==> config.mk <==
export PLATFORM = sky130hd
export DESIGN_NAME = json_string_unescape_utf8
export DESIGN_NICKNAME = d
export VERILOG_FILES = /design/src/jsu_pkg.sv /design/src/jsu_front.sv /design/src/jsu_queue.sv /design/src/jsu_back.sv /design/src/json_string_unescape_utf8.sv
export VERILOG_INCLUDE_DIRS = /design/src /design/src/src
export SDC_FILE = /design/constraint.sdc
export NUM_CORES = 1
export LEC_CHECK = 0
export ABC_AREA = 1
export BUFFER_PORTS_ARGS = -buffer_cell sky130_fd_sc_hd__buf_4
export CAP_MARGIN = 25
export CORE_ASPECT_RATIO = 0.75
export CORE_MARGIN = 1
export CORE_UTILIZATION = 35
export CTS_BUF_LIST = sky130_fd_sc_hd__clkbuf_16
export DETAILED_ROUTE_END_ITERATION = 8
export PLACE_DENSITY_LB_ADDON = 0.1
export REMOVE_ABC_BUFFERS = 1
export SLEW_MARGIN = 0
export SYNTH_ARGS = -nofsm -noshare
export SYNTH_HDL_FRONTEND = slang
export SYNTH_SLANG_ARGS = --single-unit
==> constraint.sdc <==
create_clock -name clk -period 6.4 [get_ports clk]
set_clock_uncertainty 0.1 [all_clocks]
set_input_delay 0.96 -clock clk [delete_from_list [all_inputs] [get_ports clk]]
set_output_delay 0.96 -clock clk [all_outputs]
set_load 0.02 [all_outputs]
==> src/json_string_unescape_utf8_macros.svh <==
// Assertion macros shared by the string unescape modules
`ifndef JSON_STRING_UNESCAPE_UTF8_MACROS_SVH
`define JSON_STRING_UNESCAPE_UTF8_MACROS_SVH

// check a property on every rising edge outside reset
`define JSU_ASSERT(label, clk_s, rst_s, prop) \
	label: assert property (@(posedge clk_s) disable iff (!rst_s) (prop)) \
		else $error("%m: check failed");

// check that a condition never holds
`define JSU_NEVER(label, clk_s, rst_s, expr) \
	`JSU_ASSERT(label, clk_s, rst_s, !(expr))

`endif

==> src/jsu_pkg.sv <==
// Types, codes and the UTF-8 encoder shared by the string unescape modules
`default_nettype none
package jsu_pkg;

	localparam int QDEPTH = 4;
	localparam int QPTR_W = $clog2(QDEPTH);
	localparam int QCNT_W = $clog2(QDEPTH + 1);

	localparam logic [2:0] KIND_DATA   = 3'd0;
	localparam logic [2:0] KIND_CLOSED = 3'd1;
	localparam logic [2:0] KIND_START  = 3'd2;
	localparam logic [2:0] KIND_ESC    = 3'd3;
	localparam logic [2:0] KIND_HEX    = 3'd4;
	localparam logic [2:0] KIND_SURR   = 3'd5;
	localparam logic [2:0] KIND_UNTERM = 3'd6;

	typedef struct packed {
		logic [7:0] in_byte;
		logic       is_last_byte;
	} in_t;

	typedef struct packed {
		logic [7:0] out_byte;
		logic [2:0] kind;
		logic       last;
	} out_t;

	// all results caused by one input transaction
	typedef struct packed {
		logic [2:0]      n_data;
		logic [3:0][7:0] data;
		logic            has_tail;
		logic [2:0]      tail_kind;
	} grp_t;

	typedef struct packed {
		logic [2:0]      n;
		logic [3:0][7:0] b;
	} utf8_t;

	function automatic utf8_t utf8_enc(input logic [20:0] cp);
		utf8_t r;
		r = '0;
		if (cp == 21'h0) begin
			r.n = 3'd0;
		end else if (cp < 21'h80) begin
			r.n    = 3'd1;
			r.b[0] = cp[7:0];
		end else if (cp < 21'h800) begin
			r.n    = 3'd2;
			r.b[0] = {3'b110, cp[10:6]};
			r.b[1] = {2'b10, cp[5:0]};
		end else if (cp < 21'h10000) begin
			r.n    = 3'd3;
			r.b[0] = {4'b1110, cp[15:12]};
			r.b[1] = {2'b10, cp[11:6]};
			r.b[2] = {2'b10, cp[5:0]};
		end else begin
			r.n    = 3'd4;
			r.b[0] = {5'b11110, cp[20:18]};
			r.b[1] = {2'b10, cp[17:12]};
			r.b[2] = {2'b10, cp[11:6]};
			r.b[3] = {2'b10, cp[5:0]};
		end
		return r;
	endfunction

endpackage
`default_nettype wire

==> src/jsu_front.sv <==
// Front end: parses one byte per cycle while take is high and builds its result group
`default_nettype none
`include "json_string_unescape_utf8_macros.svh"
module jsu_front import jsu_pkg::*; (
	input  wire logic clk,
	input  wire logic arst_n,
	input  wire logic take,
	input  wire in_t  item,
	output logic      grp_valid,
	output grp_t      grp
);

	localparam logic [2:0] MODE_IDLE    = 3'd0;
	localparam logic [2:0] MODE_BODY    = 3'd1;
	localparam logic [2:0] MODE_ESC     = 3'd2;
	localparam logic [2:0] MODE_HEX     = 3'd3;
	localparam logic [2:0] MODE_WAIT_BS = 3'd4;
	localparam logic [2:0] MODE_WAIT_U  = 3'd5;
	localparam logic [2:0] MODE_LOW_HEX = 3'd6;

	logic [2:0]  mode_q, mode_d;
	logic [15:0] acc_q, acc_d;
	logic [1:0]  cnt_q, cnt_d;
	logic [15:0] hs_q, hs_d;
	logic [7:0]  c;
	logic [3:0]  digit;
	logic        is_hex;
	logic [15:0] acc_new;
	logic        err;
	utf8_t       enc;
	grp_t        g;

	assign c = item.in_byte;

	always_comb begin
		is_hex = 1'b1;
		digit  = 4'd0;
		if (c inside {[8'h30:8'h39]}) begin
			digit = 4'(c - 8'h30);
		end else if (c inside {[8'h61:8'h66]}) begin
			digit = 4'(c - 8'h57);
		end else if (c inside {[8'h41:8'h46]}) begin
			digit = 4'(c - 8'h37);
		end else begin
			is_hex = 1'b0;
		end
	end

	assign acc_new = {acc_q[11:0], digit};

	always_comb begin
		if (mode_q == MODE_LOW_HEX) begin
			enc = utf8_enc(21'h10000 + {1'b0, hs_q[9:0], acc_new[9:0]});
		end else begin
			enc = utf8_enc({5'd0, acc_new});
		end
	end

	always_comb begin
		mode_d = mode_q;
		acc_d  = acc_q;
		cnt_d  = cnt_q;
		hs_d   = hs_q;
		err    = 1'b0;
		g      = '0;
		case (mode_q)
			MODE_BODY: begin
				if (c == 8'h22) begin
					g.has_tail  = 1'b1;
					g.tail_kind = KIND_CLOSED;
					mode_d      = MODE_IDLE;
				end else if (c == 8'h5C) begin
					mode_d = MODE_ESC;
				end else begin
					g.n_data  = 3'd1;
					g.data[0] = c;
				end
			end
			MODE_ESC: begin
				mode_d   = MODE_BODY;
				g.n_data = 3'd1;
				case (c)
					8'h22: g.data[0] = 8'h22;
					8'h5C: g.data[0] = 8'h5C;
					8'h2F: g.data[0] = 8'h2F;
					8'h62: g.data[0] = 8'h08;
					8'h66: g.data[0] = 8'h0C;
					8'h6E: g.data[0] = 8'h0A;
					8'h72: g.data[0] = 8'h0D;
					8'h74: g.data[0] = 8'h09;
					8'h75: begin
						g.n_data = 3'd0;
						mode_d   = MODE_HEX;
						acc_d    = '0;
						cnt_d    = '0;
					end
					default: begin
						g.n_data = 3'd0;
						err      = 1'b1;
					end
				endcase
				if (err) begin
					g.has_tail  = 1'b1;
					g.tail_kind = KIND_ESC;
					mode_d      = MODE_IDLE;
				end
			end
			MODE_HEX, MODE_LOW_HEX: begin
				if (!is_hex) begin
					err         = 1'b1;
					g.has_tail  = 1'b1;
					g.tail_kind = KIND_HEX;
					mode_d      = MODE_IDLE;
				end else begin
					acc_d = acc_new;
					if (cnt_q != 2'd3) begin
						cnt_d = cnt_q + 2'd1;
					end else begin
						cnt_d = '0;
						if (mode_q == MODE_HEX) begin
							if (acc_new >= 16'hD800 && acc_new <= 16'hDBFF) begin
								hs_d   = acc_new;
								mode_d = MODE_WAIT_BS;
							end else begin
								g.n_data = enc.n;
								g.data   = enc.b;
								mode_d   = MODE_BODY;
							end
						end else if (acc_new < 16'hDC00 || acc_new > 16'hDFFF) begin
							err         = 1'b1;
							g.has_tail  = 1'b1;
							g.tail_kind = KIND_SURR;
							mode_d      = MODE_IDLE;
						end else begin
							g.n_data = enc.n;
							g.data   = enc.b;
							mode_d   = MODE_BODY;
						end
					end
				end
			end
			MODE_WAIT_BS: begin
				if (c == 8'h5C) begin
					mode_d = MODE_WAIT_U;
				end else begin
					err         = 1'b1;
					g.has_tail  = 1'b1;
					g.tail_kind = KIND_SURR;
					mode_d      = MODE_IDLE;
				end
			end
			MODE_WAIT_U: begin
				if (c == 8'h75) begin
					mode_d = MODE_LOW_HEX;
					acc_d  = '0;
					cnt_d  = '0;
				end else begin
					err         = 1'b1;
					g.has_tail  = 1'b1;
					g.tail_kind = KIND_SURR;
					mode_d      = MODE_IDLE;
				end
			end
			default: begin
				if (c == 8'h22) begin
					mode_d = MODE_BODY;
				end else begin
					err         = 1'b1;
					g.has_tail  = 1'b1;
					g.tail_kind = KIND_START;
					mode_d      = MODE_IDLE;
				end
			end
		endcase
		if (item.is_last_byte && !err && mode_d != MODE_IDLE) begin
			g.has_tail  = 1'b1;
			g.tail_kind = KIND_UNTERM;
			mode_d      = MODE_IDLE;
		end
	end

	assign grp       = g;
	assign grp_valid = take && (g.n_data != 3'd0 || g.has_tail);

	always_ff @(posedge clk or negedge arst_n) begin
		if (!arst_n) begin
			mode_q <= MODE_IDLE;
			acc_q  <= '0;
			cnt_q  <= '0;
			hs_q   <= '0;
		end else if (take) begin
			mode_q <= mode_d;
			acc_q  <= acc_d;
			cnt_q  <= cnt_d;
			hs_q   <= hs_d;
		end
	end

	`JSU_NEVER(a_err_alone, clk, arst_n,
		grp_valid && grp.has_tail && grp.tail_kind != KIND_CLOSED &&
		grp.tail_kind != KIND_UNTERM && grp.n_data != 3'd0)

endmodule
`default_nettype wire

==> src/jsu_queue.sv <==
// Short queue of result groups between the front and back ends
`default_nettype none
`include "json_string_unescape_utf8_macros.svh"
module jsu_queue import jsu_pkg::*; (
	input  wire logic clk,
	input  wire logic arst_n,
	input  wire logic wr,
	input  wire grp_t wr_data,
	output logic      q_full,
	input  wire logic rd,
	output logic      q_empty,
	output grp_t      rd_data
);

	grp_t              mem_q [QDEPTH];
	logic [QPTR_W-1:0] wptr_q, rptr_q;
	logic [QCNT_W-1:0] cnt_q;

	assign q_full  = (cnt_q == QCNT_W'(QDEPTH));
	assign q_empty = (cnt_q == '0);
	assign rd_data = mem_q[rptr_q];

	always_ff @(posedge clk) begin
		if (wr) begin
			mem_q[wptr_q] <= wr_data;
		end
	end

	always_ff @(posedge clk or negedge arst_n) begin
		if (!arst_n) begin
			wptr_q <= '0;
			rptr_q <= '0;
			cnt_q  <= '0;
		end else begin
			if (wr) begin
				wptr_q <= wptr_q + 1'b1;
			end
			if (rd) begin
				rptr_q <= rptr_q + 1'b1;
			end
			if (wr && !rd) begin
				cnt_q <= cnt_q + 1'b1;
			end else if (rd && !wr) begin
				cnt_q <= cnt_q - 1'b1;
			end
		end
	end

	`JSU_NEVER(a_rd_empty, clk, arst_n, rd && q_empty)

endmodule
`default_nettype wire

==> src/jsu_back.sv <==
// Back end: serializes each result group into single result transactions
`default_nettype none
`include "json_string_unescape_utf8_macros.svh"
module jsu_back import jsu_pkg::*; (
	input  wire logic clk,
	input  wire logic arst_n,
	input  wire logic q_empty,
	input  wire grp_t q_data,
	output logic      q_rd,
	input  wire logic pop,
	output logic      empty,
	output out_t      result
);

	grp_t       g_q;
	logic       gv_q;
	logic [2:0] idx_q;
	logic [2:0] total;
	logic       at_end;

	assign total  = g_q.n_data + {2'd0, g_q.has_tail};
	assign at_end = (idx_q == total - 3'd1);
	assign empty  = !gv_q;
	assign q_rd   = !q_empty && (!gv_q || (pop && at_end));

	always_comb begin
		result.last = at_end;
		if (idx_q < g_q.n_data) begin
			result.out_byte = g_q.data[idx_q[1:0]];
			result.kind     = KIND_DATA;
		end else begin
			result.out_byte = 8'h00;
			result.kind     = g_q.tail_kind;
		end
	end

	always_ff @(posedge clk) begin
		if (q_rd) begin
			g_q <= q_data;
		end
	end

	always_ff @(posedge clk or negedge arst_n) begin
		if (!arst_n) begin
			gv_q  <= 1'b0;
			idx_q <= '0;
		end else if (q_rd) begin
			gv_q  <= 1'b1;
			idx_q <= '0;
		end else if (gv_q && pop) begin
			if (at_end) begin
				gv_q  <= 1'b0;
				idx_q <= '0;
			end else begin
				idx_q <= idx_q + 3'd1;
			end
		end
	end

	`JSU_NEVER(a_idx_range, clk, arst_n, gv_q && idx_q >= total)

endmodule
`default_nettype wire

==> src/json_string_unescape_utf8.sv <==
// Top level of the quoted string unescape decoder with UTF-8 output
//
//   channel  | handshake    | payload
//   ---------+--------------+-------------------------------
//   input    | push / full  | item   (in_byte, is_last_byte)
//   result   | pop / empty  | result (out_byte, kind, last)
//
// One input byte is parsed each cycle while full is low; its 0 to 5 results go into a
// four-group queue and leave one per cycle while pop is held, from the back end's group register.
// Throughput on the result side is one result per cycle, so inputs that expand to
// several bytes fill the queue and assert full.
// Reset clears the parser state, empties the queue and marks the result register empty.
`default_nettype none
`include "json_string_unescape_utf8_macros.svh"
module json_string_unescape_utf8 import jsu_pkg::*; (
	input  wire logic clk,
	input  wire logic arst_n,
	input  wire logic push,
	output logic      full,
	input  wire in_t  item,
	input  wire logic pop,
	output logic      empty,
	output out_t      result
);

	logic take;
	logic grp_valid;
	grp_t grp;
	logic q_full;
	logic q_empty;
	logic q_rd;
	grp_t q_data;

	assign full = q_full;
	assign take = push && !q_full;

	jsu_front u_front (
		.clk       (clk),
		.arst_n    (arst_n),
		.take      (take),
		.item      (item),
		.grp_valid (grp_valid),
		.grp       (grp)
	);

	jsu_queue u_queue (
		.clk     (clk),
		.arst_n  (arst_n),
		.wr      (grp_valid),
		.wr_data (grp),
		.q_full  (q_full),
		.rd      (q_rd),
		.q_empty (q_empty),
		.rd_data (q_data)
	);

	jsu_back u_back (
		.clk     (clk),
		.arst_n  (arst_n),
		.q_empty (q_empty),
		.q_data  (q_data),
		.q_rd    (q_rd),
		.pop     (pop),
		.empty   (empty),
		.result  (result)
	);

	`JSU_NEVER(a_no_overflow, clk, arst_n, grp_valid && q_full)

endmodule
`default_nettype wire

==> metrics.txt, run 1 <==
Max clock buf depth 3; worst-path maximum fanout 21; largest net degree at the start of global routing 75; post-layout minimum cycle time 4260 ps; area occupied by multi-input gates 3500 um2; vias per cell between 5 and 6; Critical Path AT 4360 ps; share of cells above drive strength 1 12.9%; Lkg Pwr 4.37 nW; HPWL after detailed placement 18600 um; most frequent cells in the layout edfxtp_1 (180), nor2_1 (160), o21ai_0 (125); Post-DP Area 11000 um2; CORE AREA 29100 um2; ANT cells 0; synth warn 0; FF+latch count, synth 218; crit path from u_front.hs_q[6]$_DFFE_PN0P_; final net count 1049; sum of buffers and inverters on the critical path 1; wire length per cell 19.1 um; hold_buf cts 0; CP Launch Type flip-flop; post-CTS setup buffer count 0; P&R area growth vs syn 12.9%; final period utilization around two thirds; root buf cell clkbuf_16; Post-Syn Area 10400 um2; drt drc 0; Final Setup Violations 0; die area approximately 30000 um2; drt first pass iters 5; total CTS buffers 24; Pwr Density 422 nW/um2; Max-Cap Viols 0; number of synthesized flops with an enable pin 180; Storage cell area 6360 um2; Seq/Total Area, Yosys 61.1%; RD Place Congestion 0.915; # fillers ~2900; Die Y 151 um; via count 7380; Port Buffers 26; slew margin rel. a little under two fifths; post-route ant nets 0; CTS clk-pin slew, worst paths 60 ps; Tot Pwr approximately 0.0049 W; VDD IR max 199 uV; H-tree levels 1; status finished clean; Final TNS setup 0 ps; Hold Vio Cnt, Final 0; HP Class in2async; most common cell after layout, fill and taps aside edfxtp_1; syn avg cell area 10.5 um2; initial antenna violation count 0; Rows 54; DP Cell Count 1384; design area approximately 12000 um2; most frequent CP cell nand2_1; Die X-Extent ~200 um; DRT Wirelength 27200 um; vias in the first global route 6844; crit path cell chain ha_1 -> xnor2_1 -> nand4_1 -> nor2_2 -> nand2_1 -> nand2_1 -> nand3_1 -> nand2_1 -> a21oi_4 -> nand4_4 -> nand2_4 -> nor2_4 -> buf_4; worst slew pin tran 944 ps; post_cts resized 0; Netlist cell types 53; Worst-Skew Late Latency ~530 ps; initial drt markers 798; Setup crit end kind flip-flop; worst r2r src u_front.hs_q[6]$_DFFE_PN0P_; Critical Path RT 6500 ps; Overall Global Routing Usage between 10% and 20%; kind of critical path reg2reg; Num Clock Sinks between 200 and 250; max-slew violation count 0; initial core utilization a little over a third; async set-reset flop share out of synthesis 17.4%; CTS tree done; Layout Utilization between 40% and 50%; CP max stage delay 580 ps; Largest delay share family, worst path simple AND/OR/NAND/NOR gates; slowest CP cell nor2_4; grt total ovfl 0; fin cells 1427; I/O pin total 27; Max Clk Rate 235 MHz; first-pass GRT wire length 41900 um; RSZ-0062 raised after global routing false; post-synthesis cell count 993; Main synth FF type edfxtp_1
## path summary, 6_finish.rpt
check | to | slack, ps | depth (start not counted)
min in group clk | u_queue.cnt_q[0]$_DFFE_PN0P_ | 430 | 1
max in group asynchronous | u_queue.rptr_q[0]$_DFFE_PN0P_ | 5450 | 1
min | u_queue.rptr_q[1]$_DFFE_PN0P_ | 340 | 1
min reg2reg | u_queue.cnt_q[0]$_DFFE_PN0P_ | 430 | 1
max | u_queue.mem_q[3][6]$_DFFE_PP_ | 2140 | 13
max reg2reg | u_queue.mem_q[3][6]$_DFFE_PP_ | 2140 | 13
## Yosys cell counts, drive strengths merged, types with 2 or more instances
cell     count  share of area, %
xnor2        5              0.42
o21ai      129               6.2
nor3        12              0.83
o2111ai      6              0.51
dfrtp       38               9.1
a31oi        3              0.18
o211ai       9              0.65
nand2      101               4.2
clkinv       5              0.19
edfxtp     180                52
xor2         5              0.42
a22oi        2              0.14
buf          4              0.20
ha          17               2.0
nor4         2              0.24
a221oi       3              0.25
clkbuf      32               1.2
a21oi       19               1.0
o221ai       5              0.42
inv        105               3.8
nand4       11              0.95
nor2       176               7.1
o22ai       55               3.3
a211oi       5              0.36
nand3       55               3.2
## power by group
part / internal [W] / switching (W)
Clock: 0.000686 / 0.000558
Combinational: 0.000478 / 0.00113
Sequential: 0.00194 / 0.000156
## stage by stage
stage                     worst slack [ps]  hold WS [ps]
after CTS                             2160           350
after floorplan                       2290           361
after global placement                1900           419
after global routing                  1890           374
after detailed placement              1800           418
final                                 2140           341
## layout make-up
class	instances	area share, %
inverters	110	3.55
repair buffers	35	2.24
multi-input cells	629	29.8
well taps	392	4.18
clock buffers	24	5.12
clock inverters	19	0.928
flip-flops and latches	218	54.2
## layer usage
layer	track usage (%)	part of all wire (%)	up-vias
li1	-	-	3577
met1	28.0	52	3540
met2	25.7	41	212
met3	3.06	5.3	51
met4	4.54	2.2	0
met5	0	0	-
## sequential cells by signal, indices dropped and copies added (netlist names)
| name | flops |
|---|---|
| u_front.cnt_q | 2 |
| u_front.mode_q | 3 |
| u_back.gv_q | 1 |
| u_front.hs_q | 10 |
| u_queue.cnt_q | 3 |
| u_back.idx_q | 3 |
| u_queue.mem_q | 144 |
| u_front.acc_q | 12 |
| u_queue.rptr_q | 2 |
| u_queue.wptr_q | 2 |
| u_back.g_q | 36 |
## cells by family (layout without fill, tap and decap cells)
kind of cell,count (synthesis),in the layout,share of synthesized area [%]
multiplexers,1,1,0.108
AO/OA/AOI/OAI,241,241,13.5
AND/OR/NAND/NOR,359,359,16.7
XOR/XNOR,10,10,0.842
buffers and inverters,146,188,5.40
flip-flops,218,218,61.1
adder cells (fa/ha/maj),18,18,2.24
Note: power is estimated with default switching activity, not from simulation.
==> inputs of run 2 (changes only) <==
Clock period 6.4 ns to 3.55 ns, I/O delays scaled along.
==> metrics.txt, run 2 (same netlist as run 1, synthesis figures left out) <==
Worst Hold Launch pop; DP Cell Count 1442; vias in the first global route 7268; CTS tree done; P&R area growth vs syn 18.7%; Int Power 0.00584 W; vias per cell ~5; drt drc 0; Final TNS setup 0 ps; switching share of power 36.3%; slowest CP cell dfrtp_2; Num Clock Sinks between 200 and 250; Max-Cap Viols 0; Top reg by flops u_queue.mem_q; CORE AREA 29100 um2; GR Util met2 about 28%; final net count 1109; Critical Path RT roughly 3800 ps; DRT Wirelength 28100 um; worst slew pin tran 815 ps; GRT met1 Usage 28.5%; I/O pin total 27; largest net degree at the start of global routing 74; first-pass GRT wire length 43600 um; most frequent cells in the layout edfxtp_1 (180), nor2_1 (159), o21ai_0 (125); CTS clk-pin slew, worst paths 60 ps; HPWL after detailed placement about 19000 um; sum of buffers and inverters on the critical path 2; root buf cell clkbuf_16; via count 7629; HP Class in2reg; initial antenna violation count 0; initial drt markers 526; Max Clk Rate 300 MHz; Worst-Skew Late Latency 520 ps; post-layout minimum cycle time 3330 ps; slew margin rel. 45.6%; Layout Utilization between 40% and 50%; wire length per cell 18.9 um; Net Sw Power 0.00333 W; initial core utilization 35.7%; crit path from u_front.hs_q[6]$_DFFE_PN0P_; kind of critical path reg2reg; Lkg Pwr around 4.7 nW; Die Y 151 um; Max clock buf depth 3; CP max stage delay between 400 and 500 ps; Overall Global Routing Usage between 10% and 20%; Largest regs u_queue.mem_q (144), u_back.g_q (36), u_front.acc_q (12); gr busiest metal met1; sequential power share 41.0%; status finished clean; Die X-Extent 201 um; post-route ant nets 0; Pwr Density 743 nW/um2; Comb pwr share 33.8%; final period utilization 93.9%; met3 GRT Util 2.35%; die area 30400 um2; worst-path maximum fanout 7; share of cells above drive strength 1 approximately 18%; Final Setup Violations 0; grt total ovfl 0; fin cells 1488; total CTS buffers 24; Largest delay share family, worst path simple AND/OR/NAND/NOR gates; max-slew violation count 0; Critical Path AT 3630 ps; RD Place Congestion 0.911; crit path cell chain ha_1 -> xnor2_2 -> nand4_1 -> nor2_2 -> nand2_2 -> nand2_1 -> nand3_1 -> nand2_1 -> a21oi_4 -> nand4_4 -> nand2_4 -> inv_1 -> ha_1 -> inv_1 -> fa_1 -> a21oi_1 -> o21ai_0 -> xor2_1; clock share of power 25.2%; Setup crit end kind flip-flop; max reg flops 144; Port Buffers 26; Rows 54; ANT cells 0; VDD IR max 357 uV; drt first pass iters 5; H-tree levels 1; CP Launch Type flip-flop; worst hold slack 310 ps; most common cell after layout, fill and taps aside edfxtp_1; worst r2r src u_front.hs_q[6]$_DFFE_PN0P_; Hold Vio Cnt, Final 0
==> run 2: cell types whose count changed in the layout (fill, tap and decap cells not counted), sizes merged <==
cell | previous run | this run
inv | 111 | 113
buf | 35 | 94
clkinv | 16 | 12
dlygate4sd3 | 0 | 1
clkinvlp | 2 | 4
bufinv | 0 | 1
==> run 2: worst register-to-register path: cells and delay by family (launching register included) <==
family | cells | cell delay, ps
compound gates | 3 | 320
simple gates | 8 | 1040
buf+inv | 2 | 130
fa+ha+maj | 3 | 840
xor+xnor | 2 | 320
flops | 1 | 460
==> run 2: layer usage <==
layer / up-vias / share of wire [%]
met2: 185 / 42
met4: 0 / 1.7
li1: 3696 / -
met5: - / 0
met1: 3712 / 52
met3: 36 / 4.4
==> run 2: cell type report <==
type | count | area (um2)
clock buffer | 24 | 601
clock inverter | 20 | 139
fill | 2787 | 16800
inverter | 110 | 417
multi-input combinational | 629 | 3520
sequential | 218 | 6360
tap | 392 | 490
timing repair buffer | 95 | 816
==> run 2: per-stage QoR <==
stage               total power [W]  cell area, um2  worst slack (ps)
floorplan                   0.00556           10300              -135
global placement            0.00695           11600              21.2
detailed placement          0.00695           11600             -30.5
CTS                         0.00928           12300               177
global route                0.00973           12300             -20.5
finish                      0.00917           12300               216
==> run 2: power by group through the flow <==
stage          clock network, W  registers (W)  logic, W
6_report                0.00231        0.00376   0.00310
5_1_grt                 0.00247        0.00381   0.00346
4_1_cts                 0.00237        0.00376   0.00315
3_5_place_dp                  0        0.00381   0.00314
3_3_place_gp                  0        0.00381   0.00314
2_1_floorplan                 0        0.00384   0.00172
==> run 2: what timing repair did <==
item | in CTS | in global routing
hold buffers | 1 | 0
endpoints found under the hold margin | 38 | 0
setup endpoints to repair | 0 | 2
resized for setup | 0 | 6
buffers inserted | 0 | 1
==> run 2: final timing paths <==
kind	endpoint	slack [ps]	cells past startpoint
max in group asynchronous	u_front.hs_q[6]$_DFFE_PN0P_	2490	2
max reg2reg	u_queue.cnt_q[2]$_DFFE_PN0P_	220	18
min in group asynchronous	u_front.mode_q[0]$_DFFE_PN0P_	450	2
max	u_queue.cnt_q[2]$_DFFE_PN0P_	220	18
min reg2reg	u_queue.cnt_q[0]$_DFFE_PN0P_	430	1
min	u_back.idx_q[1]$_DFFE_PN0P_	310	5
